### config.mk
export PLATFORM = sky130hd
export DESIGN_NAME = tfai_scaler
export DESIGN_NICKNAME = d
export VERILOG_FILES = /design/src/hw/rtl/tfai_pkg.sv /design/src/hw/rtl/tfai_scaler.sv
export SDC_FILE = /design/constraint.sdc
export NUM_CORES = 1
export LEC_CHECK = 0
export BUFFER_PORTS_ARGS = -buffer_cell sky130_fd_sc_hd__buf_2
export CORE_ASPECT_RATIO = 2
export CORE_UTILIZATION = 38
export CTS_CLUSTER_SIZE = 16
export DETAILED_ROUTE_END_ITERATION = 16
export PLACE_DENSITY_LB_ADDON = 0.15
export SYNTH_ARGS = -nofsm -noshare
export SYNTH_HDL_FRONTEND = slang
export SYNTH_SLANG_ARGS = --single-unit
### constraint.sdc
create_clock -name clock -period 10.51 [get_ports clock]
set_input_delay 0 -clock clock [delete_from_list [all_inputs] [get_ports clock]]
set_output_delay 0 -clock clock [all_outputs]
set_load 0.05 [all_outputs]
### src/hw/rtl/tfai_pkg.sv
// Shared types, constants and helpers of the thermal frame autoscaler.
`default_nettype none

package tfai_pkg;

   // Field widths
   localparam int PIX_W      = 16;
   localparam int IDX_W      = 8;
   localparam int GEOM_W     = 11;
   localparam int COL_W      = 10;
   localparam int SIZE_W     = 2 * GEOM_W;
   localparam int NUM_W      = PIX_W + IDX_W;
   localparam int STEP_W     = $clog2(IDX_W);
   localparam int CSR_IDX_W  = 3;
   localparam int CSR_DATA_W = 16;

   // Frame buffer sizing
   localparam int MAX_PIXELS = 131072;
   localparam int ADDR_W     = $clog2(MAX_PIXELS);
   localparam int CNT_W      = ADDR_W + 1;

   // Job queue between front and back
   localparam int QDEPTH = 4;
   localparam int QPTR_W = $clog2(QDEPTH);
   localparam int QLVL_W = QPTR_W + 1;

   // Scaling and geometry constants
   localparam logic [IDX_W-1:0]  INDEX_TOP = IDX_W'(239);
   localparam logic [GEOM_W-1:0] GEOM_MIN  = GEOM_W'(1);
   localparam logic [GEOM_W-1:0] GEOM_MAX  = GEOM_W'(1024);
   localparam logic [PIX_W-1:0]  PIX_TOP   = '1;

   // Register reset values
   localparam logic [PIX_W-1:0]  FIXED_MIN_RST = PIX_W'(800);
   localparam logic [PIX_W-1:0]  FIXED_MAX_RST = PIX_W'(1200);
   localparam logic [GEOM_W-1:0] WIDTH_RST     = GEOM_W'(160);
   localparam logic [GEOM_W-1:0] HEIGHT_RST    = GEOM_W'(120);

   // Register indexes
   localparam logic [CSR_IDX_W-1:0] CSR_DYNAMIC   = CSR_IDX_W'(0);
   localparam logic [CSR_IDX_W-1:0] CSR_FIXED_MIN = CSR_IDX_W'(1);
   localparam logic [CSR_IDX_W-1:0] CSR_FIXED_MAX = CSR_IDX_W'(2);
   localparam logic [CSR_IDX_W-1:0] CSR_WIDTH     = CSR_IDX_W'(3);
   localparam logic [CSR_IDX_W-1:0] CSR_HEIGHT    = CSR_IDX_W'(4);

   // Item kinds
   localparam logic REQ_LOAD = 1'b0;
   localparam logic REQ_EMIT = 1'b1;

   typedef struct packed {
      logic             req_type;
      logic [PIX_W-1:0] pixel_value;
   } tfai_req_type;

   typedef struct packed {
      logic [IDX_W-1:0] color_index;
      logic             row_end;
      logic             frame_end;
   } tfai_rsp_type;

   // One emit job: the buffered pixel, its bounds and its flags
   typedef struct packed {
      logic [PIX_W-1:0] pixel;
      logic [PIX_W-1:0] lo;
      logic [PIX_W-1:0] hi;
      logic             row_end;
      logic             frame_end;
   } tfai_job_type;

   // Zero acts as one, anything above the limit as the limit
   function automatic logic [GEOM_W-1:0] clamp_dim(input logic [GEOM_W-1:0] d);
      logic [GEOM_W-1:0] r;
      r = d;
      if (d == '0) begin
         r = GEOM_MIN;
      end else if (d > GEOM_MAX) begin
         r = GEOM_MAX;
      end
      return r;
   endfunction

endpackage

`default_nettype wire

### src/hw/rtl/tfai_scaler.sv
// Back end: clamps each job and divides out its palette index one bit a cycle.
`default_nettype none

module tfai_scaler (
   input  wire logic                    clock,
   input  wire logic                    reset,
   input  wire logic                    job_valid,
   input  wire tfai_pkg::tfai_job_type  job,
   output logic                         job_pop,
   output logic                         rsp_strobe,
   output tfai_pkg::tfai_rsp_type       rsp_data
);
   import tfai_pkg::*;

   typedef enum logic [2:0] {
      BK_IDLE = 3'b001,
      BK_PREP = 3'b010,
      BK_DIV  = 3'b100
   } bk_state_type;

   bk_state_type       state_ff, state_in;
   tfai_job_type       job_ff;
   logic [NUM_W-1:0]   rem_ff, rem_in;
   logic [NUM_W-1:0]   dsr_ff, dsr_in;
   logic [IDX_W-1:0]   quo_ff, quo_in;
   logic [STEP_W-1:0]  step_ff, step_in;
   logic               strobe_ff, strobe_in;
   logic [IDX_W-1:0]   color_ff, color_in;
   logic               take_job;
   logic               fits;
   logic [PIX_W-1:0]   span;
   logic [PIX_W-1:0]   offset;

   assign span   = job_ff.hi - job_ff.lo;
   assign offset = job_ff.pixel - job_ff.lo;
   assign fits   = rem_ff >= dsr_ff;

   // Sequencer
   always_comb begin
      state_in  = state_ff;
      rem_in    = rem_ff;
      dsr_in    = dsr_ff;
      quo_in    = quo_ff;
      step_in   = step_ff;
      strobe_in = 1'b0;
      color_in  = color_ff;
      take_job  = 1'b0;
      case (state_ff)
         BK_IDLE: begin
            if (job_valid) begin
               take_job = 1'b1;
               state_in = BK_PREP;
            end
         end
         BK_PREP: begin
            if (job_ff.pixel > job_ff.hi) begin
               color_in  = INDEX_TOP;
               strobe_in = 1'b1;
               state_in  = BK_IDLE;
            end else if ((job_ff.pixel < job_ff.lo) || (job_ff.hi == job_ff.lo)) begin
               color_in  = '0;
               strobe_in = 1'b1;
               state_in  = BK_IDLE;
            end else begin
               rem_in   = NUM_W'(INDEX_TOP) * NUM_W'(offset);
               dsr_in   = NUM_W'(span) << (IDX_W - 1);
               quo_in   = '0;
               step_in  = STEP_W'(IDX_W - 1);
               state_in = BK_DIV;
            end
         end
         BK_DIV: begin
            // restoring step: one quotient bit
            rem_in = fits ? (rem_ff - dsr_ff) : rem_ff;
            quo_in = {quo_ff[IDX_W-2:0], fits};
            dsr_in = dsr_ff >> 1;
            if (step_ff == '0) begin
               color_in  = quo_in;
               strobe_in = 1'b1;
               state_in  = BK_IDLE;
            end else begin
               step_in = step_ff - STEP_W'(1);
            end
         end
         default: begin
            state_in = BK_IDLE;
         end
      endcase
   end

   assign job_pop = take_job;

   // Control registers
   always_ff @(posedge clock) begin
      if (reset) begin
         state_ff  <= BK_IDLE;
         strobe_ff <= 1'b0;
      end else begin
         state_ff  <= state_in;
         strobe_ff <= strobe_in;
      end
   end

   // Datapath registers
   always_ff @(posedge clock) begin
      rem_ff   <= rem_in;
      dsr_ff   <= dsr_in;
      quo_ff   <= quo_in;
      step_ff  <= step_in;
      color_ff <= color_in;
      if (take_job) begin
         job_ff <= job;
      end
   end

   // Flags follow the job that produced them
   assign rsp_strobe           = strobe_ff;
   assign rsp_data.color_index = color_ff;
   assign rsp_data.row_end     = job_ff.row_end;
   assign rsp_data.frame_end   = job_ff.frame_end;

`ifndef SYNTHESIS
   a_index_in_range: assert property (@(posedge clock) disable iff (reset)
      rsp_strobe |-> (rsp_data.color_index <= INDEX_TOP))
      else $error("palette index above top");
   a_single_strobe: assert property (@(posedge clock) disable iff (reset)
      rsp_strobe |=> !rsp_strobe)
      else $error("two results on consecutive cycles");
   a_pop_needs_job: assert property (@(posedge clock) disable iff (reset)
      job_pop |-> job_valid)
      else $error("pop from an empty queue");
`endif

endmodule

`default_nettype wire

### Word-level counts from Yosys, hierarchy flattened

Cells that the tools add are included.

| word-level totals | value |
|---|---|
| register bits after elaboration | 120 |
| input bits | 53 |
| output and inout bits | 12 |
| word-level logic and storage cells | 68 |

| cells by class | value |
|---|---|
| $add $sub $neg | 4 |
| multipliers | 1 |
| order comparisons | 3 |
| equal/unequal tests | 11 |
| muxes and demuxes | 29 |
| reduce and logical (&&, ||, !) cells | 8 |

Operators with widths:

| kind | count |
|---|---|
| $mux W24 | 5 |
| $pmux W24 S2 | 2 |
| $sub A16 B16 Y16 | 2 |
| $ge A24 B24 Y1 | 1 |
| $mul A8 B16 Y24 const A | 1 |
| $mux W8 | 3 |
| $sub A24 B24 Y24 | 1 |
| $mux W3 | 7 |
| $eq A16 B16 Y1 | 1 |
| $gt A16 B16 Y1 | 1 |
| $lt A16 B16 Y1 | 1 |
| $pmux W8 S2 | 1 |
| $mux W7 | 2 |
| $pmux W7 S2 | 1 |
| $ne A2 B2 Y1 const B | 6 |
| $pmux W3 S3 | 1 |
| $reduce_and A4 Y1 | 2 |
| $pmux W3 S2 | 1 |
| $reduce_and A3 Y1 | 2 |
| $mux W1 | 5 |
| $eq A3 B1 Y1 const B | 1 |
| $eq A3 B2 Y1 const B | 1 |
| $eq A3 B3 Y1 const B | 1 |
| $logic_not A3 Y1 | 1 |
| 6 further kinds | 6 |

### Logic depth before layout (Yosys ltp)

| depth | value |
|---|---|
| word-level depth | 5 |
| mapped depth | 27 |
| gate-level depth less buffers | 26 |

### Least setup slack after synthesis

Ideal clock, no wire load.

| path | value |
|---|---|
| path type | flip-flop to flip-flop |
| start | reg job_ff[34] (netlist bit) |
| end | reg rem_ff[19] (data pin) |
| setup time | 0.130 ns |
| arrival time | 6.242 ns |
| required time | 10.380 ns |
| slack | 4.138 ns |
| stages on the path, launching flop included | 27 |
| buffers on the path | 0 |
| clock period less this slack | 6.372 ns |
| cell sequence | edfxtp_1 inv_1 ha_1 fa_1 nor2b_4 o31a_1 a311oi_2 o21ai_1 a21o_1 a31o_2 xor2_1 ha_1 inv_1 fa_1 inv_1 fa_1 inv_1 fa_1 inv_1 ha_1 a21o_1 a21o_1 a21oi_1 mux2_2 a2111oi_0 a31o_2 a31o_2 |

| between the ends | value |
|---|---|
| word-level cells in the longest chain between the ends | 5 |

Ends and longest elaborated chain:

| what | line | text |
|---|---|---|
| from (decl) | tfai_scaler.sv:22 | `tfai_job_type job_ff;` |
| from (signal assigned) | tfai_scaler.sv:112 | `job_ff <= job;` |
| $sub A16 B16 Y16 | tfai_scaler.sv:35 | `assign offset = job_ff.pixel - job_ff.lo;` |
| $mul A8 B16 Y24 | tfai_scaler.sv:65 | `rem_in = NUM_W'(INDEX_TOP) * NUM_W'(offset);` |
| $mux W24 | tfai_scaler.sv:60 | `end else if ((job_ff.pixel < job_ff.lo) \|\| (job_ff.hi == job_ff.lo)) begin` |
| $mux W24 | tfai_scaler.sv:56 | `if (job_ff.pixel > job_ff.hi) begin` |
| $pmux W24 S2 | tfai_scaler.sv:48 | `case (state_ff)` |
| net rem_in[19] | tfai_scaler.sv:23 | `logic [NUM_W-1:0] rem_ff, rem_in;` |
| to (signal assigned) | tfai_scaler.sv:106 | `rem_ff <= rem_in;` |
| to (decl) | tfai_scaler.sv:23 |  |

The timed path passes the listed nets, and every way through them passes these cells. The select of a mux whose other input is x is not followed.
A chain may end at the register's enable or synchronous reset.

### Worst setup path after layout

Ends and elaborated chain as after synthesis.

==> impl_metrics.env <==
export IMPL_cpPeakStageDelay_ns=0.54
export IMPL_firstDrtPassIters=6
export IMPL_diodes=0
export IMPL_rows=87
export IMPL_cp_top_family="compound AO/OA/AOI/OAI gates"
export IMPL_numClockSinks=119
export IMPL_slowest_stage="fa_1"
export IMPL_cp_arrival_ns=7.29
export IMPL_dpl_hpwl_mm=22.8
export IMPL_yosys_area_share_simple=0.124
export IMPL_async_flop_share=0
export IMPL_path_class="reg2reg"
export IMPL_setup_viol=0
export IMPL_post_drt_via_cell_ratio=5.19
export IMPL_worst_r2r_setup_slack_ns=3.53
export IMPL_synth_top_area_frac=0.316
export IMPL_synth_compound_area_frac=0.147
export IMPL_drc=0
export IMPL_startpoint_type="flop"
export IMPL_synthMuxAreaShare=0.00938
export IMPL_critPathMaxFanout=7
export IMPL_relSlewSlack=0.198
export IMPL_grt_usage=0.205
export IMPL_cp_depth=26
export IMPL_critPathBufInv=5
export IMPL_synth_top_family_by_area="adder cells"
export IMPL_fmaxAchievable_mhz=143
export IMPL_vias=8391
export IMPL_grt_antenna_before_repair=0
export IMPL_synthAdderAreaFrac=0.257
export IMPL_core_um2=28300
export IMPL_cts_buffer_depth=2
export IMPL_clk_pin_slew_worst_paths_ns=0.06
export IMPL_fillers=2725
export IMPL_regToRegEndpoint="rem_ff[19]"
export IMPL_final_setup_tns_ns=0
export IMPL_drt_iter0_drc=250
export IMPL_crit_start="job_ff[34]"
export IMPL_drtAntennaViolNets=0
export IMPL_cp_data_required_time_ns=10.82
export IMPL_synth_area_um2=10900
export IMPL_ys_top_cells_by_area="edfxtp_1, ha_1, fa_1"
export IMPL_yosysSeqAreaShare=0.323
export IMPL_fin_nets=1487
export IMPL_synth_area_leader_cell="edfxtp_1"
export IMPL_grt_overflow=0
export IMPL_synth_edf_count=115
export IMPL_crit_reg2reg_launch="job_ff[34]"
export IMPL_synth_seq_cells=119
export IMPL_grt_first_pass_wirelength_mm=45.3
export IMPL_numCtsBuffers=17
export IMPL_area_growth_pct=17.3
export IMPL_netlist_instances=1129
export IMPL_drt_total_wl_mm=28.2
export IMPL_synth_ff_type="edfxtp_1"
export IMPL_crit_path_frequent_cell="inv_1"
export IMPL_avgSynthCellArea_um2=9.69
export IMPL_outcome="complete, no violations"
export IMPL_cts_root_buf="clkbuf_16"
export IMPL_skew_ns=0.00732
export IMPL_min_period_over_period=0.664
export IMPL_cts_tree="yes"
export IMPL_yosysWarnings=0
export IMPL_maxSlewViolCount=0
export IMPL_place_congestion=0.862
export IMPL_hold_viol=0
export IMPL_fin_util=0.454
export IMPL_crit_end="rem_ff[19]"
export IMPL_grt_max_degree=56
export IMPL_rsz0062_at_grt="no"
export IMPL_holdCritPathClass="in2reg"
export IMPL_avgRoutedWirePerCell_um=17.4
export IMPL_initial_core_util=0.387
export IMPL_die_y_um=242
export IMPL_endpoint_kind="flop"
export IMPL_htreeDepth=4
export IMPL_clk_latency_ns=0.44
export IMPL_fp_dieW_um=122
export IMPL_cap_violations=0
export IMPL_synth_xor_area_frac=0.0645
export IMPL_syn_num_nets=1367
export IMPL_io_buffers=64
export IMPL_period_minus_slack_ns=6.98
export IMPL_layout_drive_gt1_share=0.108
export IMPL_synth_cell_types=72
export IMPL_io_pin_count=65
export IMPL_die_area_um2=29500
export IMPL_worst_slew_pin_slew_ns=1.19
export IMPL_grt_pass1_vias=9175
export IMPL_reg2reg_depth=26
## synth_stat cells, types with 19 or more instances
cell type	instances
a21o_1	29
a21oi_1	68
clkbuf_1	19
edfxtp_1	115
fa_1	58
ha_1	127
inv_1	190
nand2_1	57
nand3_1	21
nor2_1	74
o21ai_0	52
xnor2_1	44
xor2_1	26
## worst min path at each step
stage / start / cells after the start / slack [ns] / endpoint
floorplan: reset / 1 / 0.07 / rsp_strobe
global placement: job[29] / 1 / 0.18 / job_ff[29]
detailed placement: job[13] / 1 / 0.18 / job_ff[13]
CTS: job[30] / 2 / 0.24 / job_ff[30]
global route: job[23] / 2 / 0.25 / job_ff[23]
finish: job[43] / 2 / 0.27 / job_ff[43]
## state kept, by name, summed over array words and instances (netlist names)
signal      flops
step_ff         3
rem_ff         24
rsp_strobe      1
color_ff        8
state_ff        3
rsp_data        2
job_ff         48
quo_ff          7
dsr_ff         23
## per-stage QoR
stage | cell area (µm²) | hold slack [ns] | setup WS [ns] | std cells
floorplan | 10900 | 0.0710 | 4.14 | 1129
global route | 12800 | 0.254 | 3.09 | 1618
detailed placement | 11700 | 0.178 | 3.54 | 1534
CTS | 12800 | 0.242 | 3.49 | 1618
finish | 12800 | 0.270 | 3.53 | 1618
global placement | 11700 | 0.176 | 3.58 | 1534
## per-layer routing
metal / vias to the layer above / wire length (µm) / GRT usage
met3: 65 / 533 / 0.0271
met1: 4021 / 9540 / 0.181
met5: - / 0 / 0
met4: 0 / 1670 / 0.136
met2: 142 / 16400 / 0.408
li1: 4163 / - / -
## cells by family (layout without fill, tap and decap cells)
kind of cell	Yosys count	in the layout
multiplexers	10	10
flip-flops	119	119
XOR/XNOR	75	75
AND/OR/NAND/NOR	269	269
AO/OA/AOI/OAI	248	248
buffers and inverters	217	350
adder cells (fa/ha/maj)	191	191
## cell type report
cell class	instances	area, µm²	area share
Clock buffer	18	429	0.0334
Clock inverter	14	199	0.0155
Inverter	192	721	0.0561
Multi-Input combinational cell	793	6590	0.514
Sequential cell	119	3530	0.275
Tap cell	356	445	0.0347
Timing Repair Buffer	126	916	0.0713
## cell usage in the layout, fill, tap and decap left out, types with 21 or more instances in the layout
| master | netlist | final |
|---|---|---|
| a21oi_1 | 68 | 68 |
| inv_1 | 190 | 189 |
| dlygate4sd3_1 | 0 | 52 |
| a21o_1 | 29 | 29 |
| o21ai_0 | 52 | 52 |
| nand3_1 | 21 | 21 |
| xnor2_1 | 44 | 44 |
| xor2_1 | 26 | 26 |
| ha_1 | 127 | 127 |
| nor2_1 | 74 | 73 |
| edfxtp_1 | 115 | 115 |
| nand2_1 | 57 | 57 |
| fa_1 | 58 | 58 |
| buf_2 | 0 | 64 |
## repair_timing
| item | in CTS | in global routing |
|---|---|---|
| endpoints found under the hold margin | 54 | 0 |
| resized for setup | 0 | 0 |
| hold buffers | 52 | 0 |
| setup buffers | 0 | 0 |
Power is not shown: default switching activity piles up to over one toggle a cycle in this logic, so the estimate is an artifact.
