--- src/hw/rtl/tfai_pkg.sv ---
// Shared types, constants and helpers of the thermal frame autoscaler.
`default_nettype none

package tfai_pkg;

   // Field widths
   localparam int PIX_W      = 16;
   localparam int IDX_W      = 8;
   localparam int GEOM_W     = 11;
   localparam int COL_W      = 10;
   localparam int SIZE_W     = 2 * GEOM_W;
   localparam int NUM_W      = PIX_W + IDX_W;
   localparam int STEP_W     = $clog2(IDX_W);
   localparam int CSR_IDX_W  = 3;
   localparam int CSR_DATA_W = 16;

   // Frame buffer sizing
   localparam int MAX_PIXELS = 131072;
   localparam int ADDR_W     = $clog2(MAX_PIXELS);
   localparam int CNT_W      = ADDR_W + 1;

   // Job queue between front and back
   localparam int QDEPTH = 4;
   localparam int QPTR_W = $clog2(QDEPTH);
   localparam int QLVL_W = QPTR_W + 1;

   // Scaling and geometry constants
   localparam logic [IDX_W-1:0]  INDEX_TOP = IDX_W'(239);
   localparam logic [GEOM_W-1:0] GEOM_MIN  = GEOM_W'(1);
   localparam logic [GEOM_W-1:0] GEOM_MAX  = GEOM_W'(1024);
   localparam logic [PIX_W-1:0]  PIX_TOP   = '1;

   // Register reset values
   localparam logic [PIX_W-1:0]  FIXED_MIN_RST = PIX_W'(800);
   localparam logic [PIX_W-1:0]  FIXED_MAX_RST = PIX_W'(1200);
   localparam logic [GEOM_W-1:0] WIDTH_RST     = GEOM_W'(160);
   localparam logic [GEOM_W-1:0] HEIGHT_RST    = GEOM_W'(120);

   // Register indexes
   localparam logic [CSR_IDX_W-1:0] CSR_DYNAMIC   = CSR_IDX_W'(0);
   localparam logic [CSR_IDX_W-1:0] CSR_FIXED_MIN = CSR_IDX_W'(1);
   localparam logic [CSR_IDX_W-1:0] CSR_FIXED_MAX = CSR_IDX_W'(2);
   localparam logic [CSR_IDX_W-1:0] CSR_WIDTH     = CSR_IDX_W'(3);
   localparam logic [CSR_IDX_W-1:0] CSR_HEIGHT    = CSR_IDX_W'(4);

   // Item kinds
   localparam logic REQ_LOAD = 1'b0;
   localparam logic REQ_EMIT = 1'b1;

   typedef struct packed {
      logic             req_type;
      logic [PIX_W-1:0] pixel_value;
   } tfai_req_type;

   typedef struct packed {
      logic [IDX_W-1:0] color_index;
      logic             row_end;
      logic             frame_end;
   } tfai_rsp_type;

   // One emit job: the buffered pixel, its bounds and its flags
   typedef struct packed {
      logic [PIX_W-1:0] pixel;
      logic [PIX_W-1:0] lo;
      logic [PIX_W-1:0] hi;
      logic             row_end;
      logic             frame_end;
   } tfai_job_type;

   // Zero acts as one, anything above the limit as the limit
   function automatic logic [GEOM_W-1:0] clamp_dim(input logic [GEOM_W-1:0] d);
      logic [GEOM_W-1:0] r;
      r = d;
      if (d == '0) begin
         r = GEOM_MIN;
      end else if (d > GEOM_MAX) begin
         r = GEOM_MAX;
      end
      return r;
   endfunction

endpackage

`default_nettype wire

--- src/hw/rtl/tfai_queue.sv ---
// Short job queue between the front end and the scaler.
`default_nettype none

module tfai_queue (
   input  wire logic                          clock,
   input  wire logic                          reset,
   input  wire logic                          push,
   input  wire tfai_pkg::tfai_job_type        push_job,
   input  wire logic                          pop,
   output logic                               head_valid,
   output tfai_pkg::tfai_job_type             head_job,
   output logic [tfai_pkg::QLVL_W-1:0]        level
);
   import tfai_pkg::*;

   tfai_job_type       slot_ff [QDEPTH];
   logic [QPTR_W-1:0]  wr_ptr_ff;
   logic [QPTR_W-1:0]  rd_ptr_ff;
   logic [QLVL_W-1:0]  level_ff;
   logic               do_pop;

   assign do_pop     = pop && (level_ff != '0);
   assign head_valid = level_ff != '0;
   assign head_job   = slot_ff[rd_ptr_ff];
   assign level      = level_ff;

   // Pointers and fill level
   always_ff @(posedge clock) begin
      if (reset) begin
         wr_ptr_ff <= '0;
         rd_ptr_ff <= '0;
         level_ff  <= '0;
      end else begin
         if (push) begin
            wr_ptr_ff <= wr_ptr_ff + QPTR_W'(1);
         end
         if (do_pop) begin
            rd_ptr_ff <= rd_ptr_ff + QPTR_W'(1);
         end
         case ({push, do_pop})
            2'b10:   level_ff <= level_ff + QLVL_W'(1);
            2'b01:   level_ff <= level_ff - QLVL_W'(1);
            default: level_ff <= level_ff;
         endcase
      end
   end

   // Storage
   always_ff @(posedge clock) begin
      if (push) begin
         slot_ff[wr_ptr_ff] <= push_job;
      end
   end

`ifndef SYNTHESIS
   a_no_overflow: assert property (@(posedge clock) disable iff (reset)
      push |-> (level_ff < QLVL_W'(QDEPTH)) || do_pop)
      else $error("job pushed into a full queue");
`endif

endmodule

`default_nettype wire

--- config.mk ---
export PLATFORM = sky130hd
export DESIGN_NAME = tfai_queue
export DESIGN_NICKNAME = d
export VERILOG_FILES = /design/src/hw/rtl/tfai_pkg.sv /design/src/hw/rtl/tfai_queue.sv
export SDC_FILE = /design/constraint.sdc
export NUM_CORES = 1
export LEC_CHECK = 0
export BUFFER_PORTS_ARGS = -buffer_cell sky130_fd_sc_hd__buf_4
export CORE_MARGIN = 10
export CORE_UTILIZATION = 45
export DETAILED_ROUTE_END_ITERATION = 10
export GPL_TIMING_DRIVEN = 0
export MAX_ROUTING_LAYER = met4
export PLACE_DENSITY = 0.63
export SETUP_SLACK_MARGIN = 0.5
export SLEW_MARGIN = 20
export SYNTH_ARGS = -nofsm -noshare
export SYNTH_HDL_FRONTEND = slang
export SYNTH_SLANG_ARGS = --single-unit
--- constraint.sdc ---
create_clock -name clock -period 4.5 [get_ports clock]
set_input_delay 0.225 -clock clock [delete_from_list [all_inputs] [get_ports clock]]
set_output_delay 0.225 -clock clock [all_outputs]
set_load 0.05 [all_outputs]
=== Word-level counts from Yosys, hierarchy flattened ===
Memory sizes are Yosys's and may differ from the RTL's. A register that Yosys moved wholly into a read port is not among the register bits.
Cells that the tools add are included.

* Bits in registers: 7
* Memories kept: 1
* Output and inout bits: 54
* Memory bits (writable): 200

* Multiplexer cells: 5
* Equal/unequal tests: 2
* Reduce and logical (&&, ||, !) cells: 3
* Add/subtract/negate cells: 4

{| class="wikitable"
|+ Memories
! name !! depth !! bits a word !! read ports !! clocked after Yosys merged registers in !! write ports !! RTL line !! RTL
|-
| slot_ff || 4 || 50 || 1 || 1 || 1 || tfai_queue.sv:16 || <nowiki>tfai_job_type slot_ff [QDEPTH];</nowiki>
|}

{| class="wikitable"
|+ Operator list
! kind !! number
|-
| 3-bit one-hot mux with 2 select lines || 1
|-
| 2-bit by 1-bit adder with 2-bit output, second input constant || 2
|-
| 2-bit two-way mux || 2
|-
| 3-bit by 1-bit adder with 3-bit output, second input constant || 1
|-
| 3-bit nonzero test || 1
|-
| 3-bit by 1-bit subtractor with 3-bit output, second input constant || 1
|-
| 2-bit by 1-bit == test with 1-bit output, second input constant || 1
|-
| 2-bit == test, second input constant || 1
|-
| 1-bit two-way mux || 2
|-
| 2-bit nonzero test || 1
|-
| 1-bit logical AND || 1
|}

=== Depth between registers and ports, before layout ===
Gate-level depths: netlist of the first run.

* Word-level depth: 4
* Mapped depth: 7
* Depth with buffers taken out: 7

=== Worst setup path after synthesis of the first run ===
No wires, ideal clock.

* Path type: flip-flop to flip-flop
* Start: register level_ff[0], in the netlist level[0]
* End: register level_ff[2], in the netlist level[2]
* Required time: 4.430 ns
* Data arrival time: 2.078 ns
* Cell stages (with the launch flop): 8
* Setup slack: 2.352 ns
* Period minus slack after synthesis: 2.148 ns
* Setup time: 0.070 ns
* Cells stage by stage: dfxtp_1 -> o31a_1 -> ha_1 -> inv_1 -> fa_1 -> xor2_1 -> or3_1 -> a21oi_1

* Word-level cells in the longest chain between the ends: 4
* Elaborated cells between the ends (all ways): 8
* Classes of those cells: add/sub: 2; eq/ne: 2; mux: 1; reduce/logical: 3

{| class="wikitable"
|+ RTL lines
! what !! RTL line !! RTL
|-
| from (decl) || tfai_queue.sv:19 || <nowiki>logic [QLVL_W-1:0] level_ff;</nowiki>
|-
| from (signal assigned) || tfai_queue.sv:41 || <nowiki>2'b10: level_ff <= level_ff + QLVL_W'(1);</nowiki>
|-
| from (signal assigned) || tfai_queue.sv:42 || <nowiki>2'b01: level_ff <= level_ff - QLVL_W'(1);</nowiki>
|-
| from (signal assigned) || tfai_queue.sv:43 || <nowiki>default: level_ff <= level_ff;</nowiki>
|-
| 3-bit nonzero test * || tfai_queue.sv:22 || <nowiki>assign do_pop = pop && (level_ff != '0);</nowiki>
|-
| 1-bit logical AND * || tfai_queue.sv:22 ||
|-
| via do_pop || tfai_queue.sv:20 || <nowiki>logic do_pop;</nowiki>
|-
| 2-bit by 1-bit == test with 1-bit output / 2-bit == test (equally long branches) || tfai_queue.sv:40 || <nowiki>case ({push, do_pop})</nowiki>
|-
| 3-bit one-hot mux with 2 select lines / 2-bit nonzero test (equally long branches) || n/a ||
|}

Mark *: on every way through the listed nets, which the timed path passes. The rest lies on a longest branch.
A chain may end at the register's enable or synchronous reset.

==> results of run 1 <==
[stage by stage]
step | hold slack, ns | area (um^2) | total power (W) | utilization | worst slack, ns
after floorplan | 0.324 | 7710 | 0.00346 | - | 2.35
after global placement | 0.423 | 8790 | 0.00389 | 0.526 | 1.31
after CTS | 0.0305 | 10100 | 0.00564 | 0.602 | 2.23
after global routing | 0.0732 | 10100 | 0.00580 | 0.602 | 2.21
after detailed placement | 0.427 | 8880 | 0.00391 | 0.531 | 2.54
final | 0.0481 | 10100 | 0.00555 | 0.602 | 2.28
[path summary, 6_finish.rpt]
path,from,end,slack (ns),cells after the start
max,flop,head_job[40],2.28,4
min,push,wr_ptr_ff[1]$_SDFFE_PP0P_,0.05,3
min reg2reg,rd_ptr_ff[0]$_SDFFE_PP0P_,flop,0.54,2
max reg2reg,level[0]$_SDFFE_PP0P_,level[2]$_SDFFE_PP0P_,2.53,7
[Yosys cell counts (all sizes together)]
cell type  number
edfxtp        200
mux4           50
buf            12
dfxtp           9
nor2            8
inv             6
ha              5
and2            4
xor2            3
a21oi           2
or3             2
xnor2           2
clkbuf          1
fa              1
mux2i           1
o21ai           1
o311ai          1
o31a            1
[critical path: cells and delay by family, from the launching register on]
kind | cells | cell delay (ns)
flip-flops | 1 | 0.30
buffers and inverters | 3 | 0.81
multiplexers | 1 | 0.38
[state kept, by name, summed over array words and instances, names as in the netlist, named ones only]
register	count
rd_ptr_ff	2
wr_ptr_ff	2
slot_ff	200
level	3
[cell families (layout without fill, tap and decap cells)]
kind of cell             count (synthesis)  after routing  synth area share
XOR/XNOR                                 5              5           0.00568
AND/OR/NAND/NOR                         14             14           0.00876
AO/OA/AOI/OAI                            5              5           0.00422
adder cells (fa/ha/maj)                  6              6            0.0107
flip-flops                             209            209             0.802
buffers and inverters                   19            219            0.0216
multiplexers                            51             51             0.147
other                                    0              1                 0
[power breakdown]
part / internal, W / switching, W
Sequential: 0.00224 / 0.0000382
Combinational: 0.000623 / 0.000971
Clock: 0.000984 / 0.000693
Total: 0.00385 / 0.00170
[cells in the final DEF, fill, tap and decap left out]
master / n
a21oi_1: 2
and2_4: 4
buf_1: 1
buf_12: 9
buf_2: 5
buf_4: 106
buf_6: 1
clkbuf_1: 6
clkbuf_16: 23
clkbuf_8: 3
clkinv_1: 3
clkinv_2: 5
dfxtp_1: 9
diode_2: 1
dlygate4sd3_1: 50
edfxtp_1: 200
fa_1: 1
ha_1: 5
inv_1: 6
inv_6: 1
mux2i_1: 1
mux4_2: 50
nor2_1: 8
o21ai_0: 1
o311ai_0: 1
o31a_1: 1
or3_1: 2
xnor2_1: 2
xor2_1: 3
[final cells by class]
type,instances,area (um^2)
inverters,6,22.5
multi-input cells,81,1370
diodes,1,2.50
clock inverters,9,45.0
well taps,220,275
fillers,1228,6640
flip-flops and latches,209,6190
plain buffers,13,144
repair buffers,160,1380
clock buffers,31,636
[layer usage]
metal / wire length, um / track usage / vias up
met3: 788 / 0.0307 / 31
met1: 6180 / 0.172 / 1918
li1: - / - / 1668
met4: 313 / 0.0409 / 0
met5: 0 / - / -
met2: 7430 / 0.218 / 87
==> impl_metrics.env, run 1 <==
export IMPL_synth_top_cells_by_area="edfxtp_1 78%, mux4_2 15%, dfxtp_1 2.3%, buf_12 1.3%, ha_1 0.81%"
export IMPL_drt_iter0_markers=223
export IMPL_grt_pass1_vias=4200
export IMPL_vias=3704
export IMPL_start_util=0.462
export IMPL_groute_usage_overall=0.136
export IMPL_clk_latency_ns=0.50
export IMPL_grt_start_max_net_pins=32
export IMPL_slew_limit_headroom=0.664
export IMPL_power_density_nw_per_um2=552
export IMPL_first_pass_iters=4
export IMPL_fin_tns_setup_ns=0
export IMPL_synth_area_per_cell_um2=25.0
export IMPL_die_h_um=151
export IMPL_crit_fanout=10
export IMPL_postCtsSetupBuffers=0
export IMPL_antenna_found_initial=0
export IMPL_end_kind="output pin"
export IMPL_dieArea_um2=22800
export IMPL_synthesis_nets=369
export IMPL_setup_viol_count_final=0
export IMPL_clk_path_buf_depth=3
export IMPL_startpoint_type="flop"
export IMPL_drv_cap=0
export IMPL_outcome="complete, no violations"
export IMPL_yosysTopAreaCell="edfxtp_1"
export IMPL_syn_area_um2=7710
export IMPL_ys_ff_latch=209
export IMPL_grt_setup_unrepaired="no"
export IMPL_synth_top_area_share=0.778
export IMPL_place_congestion=0.696
export IMPL_ant_nets=0
export IMPL_fin_crit_ns=2.22
export IMPL_clkTransAtPathRegs_ns=0.06
export IMPL_ctsResizeCount=0
export IMPL_htree_levels=1
export IMPL_yosysWarnings=0
export IMPL_cellLeakagePower_nw=3.47
export IMPL_viasPerCell=5.07
export IMPL_clock_sinks=209
export IMPL_rows=47
export IMPL_grt_pass1_wl_um=23400
export IMPL_numPortBuffers=106
export IMPL_path_cells="buf_1 > buf_2 > mux4_2 > buf_4"
export IMPL_syn_inst=309
export IMPL_area_growth_pct=30.4
export IMPL_critPathSlowestCell="mux4_2"
export IMPL_nNetsFinal=553
export IMPL_hold_viol=0
export IMPL_maxSlewViolCount=0
export IMPL_fin_skew_ns=0.00696
export IMPL_cts_tree="done"
export IMPL_io_pins=108
export IMPL_drive_above_1_share=0.407
export IMPL_die_x_um=151
export IMPL_drc=0
export IMPL_core_area_um2=16700
export IMPL_required_ns=4.28
export IMPL_detail_route_wl_per_cell_um=20.2
export IMPL_cts_hold_buf=50
export IMPL_ir_drop_mv=0.497
export IMPL_dpl_cell_count=639
export IMPL_cts_inserted_buffers=22
export IMPL_synth_seq_area_share=0.802
export IMPL_crit_arrival_ns=1.99
export IMPL_max_slew_worst_pin_slew_ns=0.498
export IMPL_critPathMaxStageDelay_ns=0.38
export IMPL_dp_hpwl_um=9010
export IMPL_root_buffer="clkbuf_16"
export IMPL_critical_path_class="flop to output pin"
export IMPL_overflow=0
export IMPL_hold_class="primary input to flop"
export IMPL_final_cells=730
export IMPL_fmax_mhz=451
export IMPL_wl_um=14700
export IMPL_fin_crit_sh=0.493
export IMPL_synth_distinct_cells=21
Note: power is estimated with default switching activity, not from simulation.
==> inputs of run 2 (changes only) <==
clock period = 2.3 ns   (was 4.5 ns; I/O delays follow)
==> impl_metrics.env, run 2 (synthesis gave the netlist of run 1 again) <==
export IMPL_fin_util=0.629
export IMPL_maxSlewViolCount=0
export IMPL_clk_latency_ns=0.47
export IMPL_fin_crit_sh=0.856
export IMPL_drc=0
export IMPL_vias=3741
export IMPL_nNetsFinal=567
export IMPL_io_pins=108
export IMPL_grt_pass1_wl_um=23000
export IMPL_grt_pass1_vias=4180
export IMPL_outcome="complete, no violations"
export IMPL_fin_tns_setup_ns=0
export IMPL_fin_crit_ns=1.97
export IMPL_groute_usage_overall=0.134
export IMPL_clk_path_buf_depth=3
export IMPL_ir_drop_mv=0.689
export IMPL_hold_class="primary input to flop"
export IMPL_drt_iter0_markers=208
export IMPL_numPortBuffers=106
export IMPL_first_pass_iters=4
export IMPL_fmax_mhz=508
export IMPL_crit_arrival_ns=1.85
export IMPL_critical_path_class="flop to output pin"
export IMPL_n_antenna_cell=0
export IMPL_drv_cap=0
export IMPL_cellLeakagePower_nw=3.63
export IMPL_grt_start_max_net_pins=28
export IMPL_max_slew_worst_pin_slew_ns=0.459
export IMPL_detail_route_wl_per_cell_um=20.4
export IMPL_overflow=0
export IMPL_fin_hold_ws_ns=0.117
export IMPL_critPathSlowestCell="mux4_2"
export IMPL_wl_um=15100
export IMPL_dp_hpwl_um=8790
export IMPL_fin_skew_ns=0.00823
export IMPL_root_buffer="clkbuf_16"
export IMPL_power_density_nw_per_um2=1090
export IMPL_core_area_um2=16700
export IMPL_setup_viol_count_final=0
export IMPL_required_ns=2.18
export IMPL_place_congestion=0.685
export IMPL_die_h_um=151
export IMPL_drive_above_1_share=0.426
export IMPL_total_power_w=0.0114
export IMPL_end_kind="output pin"
export IMPL_startpoint_type="flop"
export IMPL_clock_sinks=209
export IMPL_final_cell_mix="200 x edfxtp_1, 67 x buf_4, 53 x dlygate4sd3_1"
export IMPL_cts_tree="done"
export IMPL_htree_levels=1
export IMPL_path_cells="buf_12 > clkbuf_16 > mux4_2 > buf_6"
export IMPL_largest_register="slot_ff"
export IMPL_grt_setup_unrepaired="yes"
export IMPL_antenna_found_initial=0
export IMPL_rows=47
export IMPL_die_x_um=151
export IMPL_critPathMaxStageDelay_ns=0.51
export IMPL_clkTransAtPathRegs_ns=0.06
export IMPL_slew_limit_headroom=0.690
export IMPL_ant_nets=0
export IMPL_start_util=0.462
export IMPL_largest_register_ffs=200
export IMPL_dieArea_um2=22800
export IMPL_hold_viol=0
export IMPL_viasPerCell=5.06
export IMPL_crit_fanout=6
export IMPL_layout_commonest_cell="edfxtp_1"
export IMPL_cts_inserted_buffers=21
export IMPL_area_growth_pct=36.2
run 2: cell count changes in the layout (fill, tap and decap cells not counted), moves of 4 or more:
cell	previous run	this run
dfxtp_1	9	5
clkinv_2	5	1
buf_6	1	48
buf_2	5	1
buf_4	106	67
run 2: worst paths after layout:
| kind | from | to | slack, ns | cells after the start |
|---|---|---|---|---|
| min | pop | rd_ptr_ff[1]$_SDFFE_PP0P_ | 0.12 | 4 |
| max | flop | head_job[5] | 0.33 | 4 |
| max reg2reg | level[0]$_SDFFE_PP0P_ | level[2]$_SDFFE_PP0P_ | 0.54 | 7 |
| min reg2reg | rd_ptr_ff[1]$_SDFFE_PP0P_ | rd_ptr_ff[1]$_SDFFE_PP0P_ | 0.54 | 2 |
run 2: per-layer routing:
| layer | global-route usage | vias to the layer above | wire (um) |
|---|---|---|---|
| met1 | 0.165 | 1943 | 6300 |
| li1 | - | 1700 | - |
| met4 | 0.0322 | 0 | 161 |
| met3 | 0.0274 | 14 | 662 |
| met2 | 0.226 | 84 | 7950 |
| met5 | - | - | 0 |
run 2: what timing repair did:
action / 4_1_cts / 5_1_grt
pin swaps: 3 / 2
endpoints found under the hold margin: 205 / 0
setup buffers: 5 / 1
endpoints found under the setup margin: 51 / 51
resized for setup: 51 / 17
cloned: 1 / 5
hold buffers: 53 / 0
run 2: worst max-delay path: cells and delay by family, from the launching register on:
kind     cells  cell delay, ns
flops        1            0.37
buf+inv      3            0.49
mux          1            0.51
run 2: area by class of cell:
type,count,area (um^2)
Inverter,6,22.5
Sequential cell,209,6200
Tap cell,220,275
Timing Repair Buffer,175,1800
Buffer,13,166
Clock buffer,25,541
Fill cell,1196,6200
Clock inverter,10,121
Multi-Input combinational cell,81,1380
run 2: report_power, final:
| group | internal, W | switching [W] | total [W] |
|---|---|---|---|
| registers | 0.00441 | 0.0000636 | 0.00447 |
| logic | 0.00165 | 0.00204 | 0.00369 |
| clock network | 0.00200 | 0.00127 | 0.00327 |
| total | 0.00806 | 0.00337 | 0.0114 |
run 2: per-stage QoR:
step	setup slack, ns	instance area [um^2]	std cells
floorplan	0.349	7720	309
global placement	0.156	8790	635
detailed placement	0.377	8880	639
CTS	0.298	10300	733
global route	0.265	10500	739
finish	0.330	10500	739
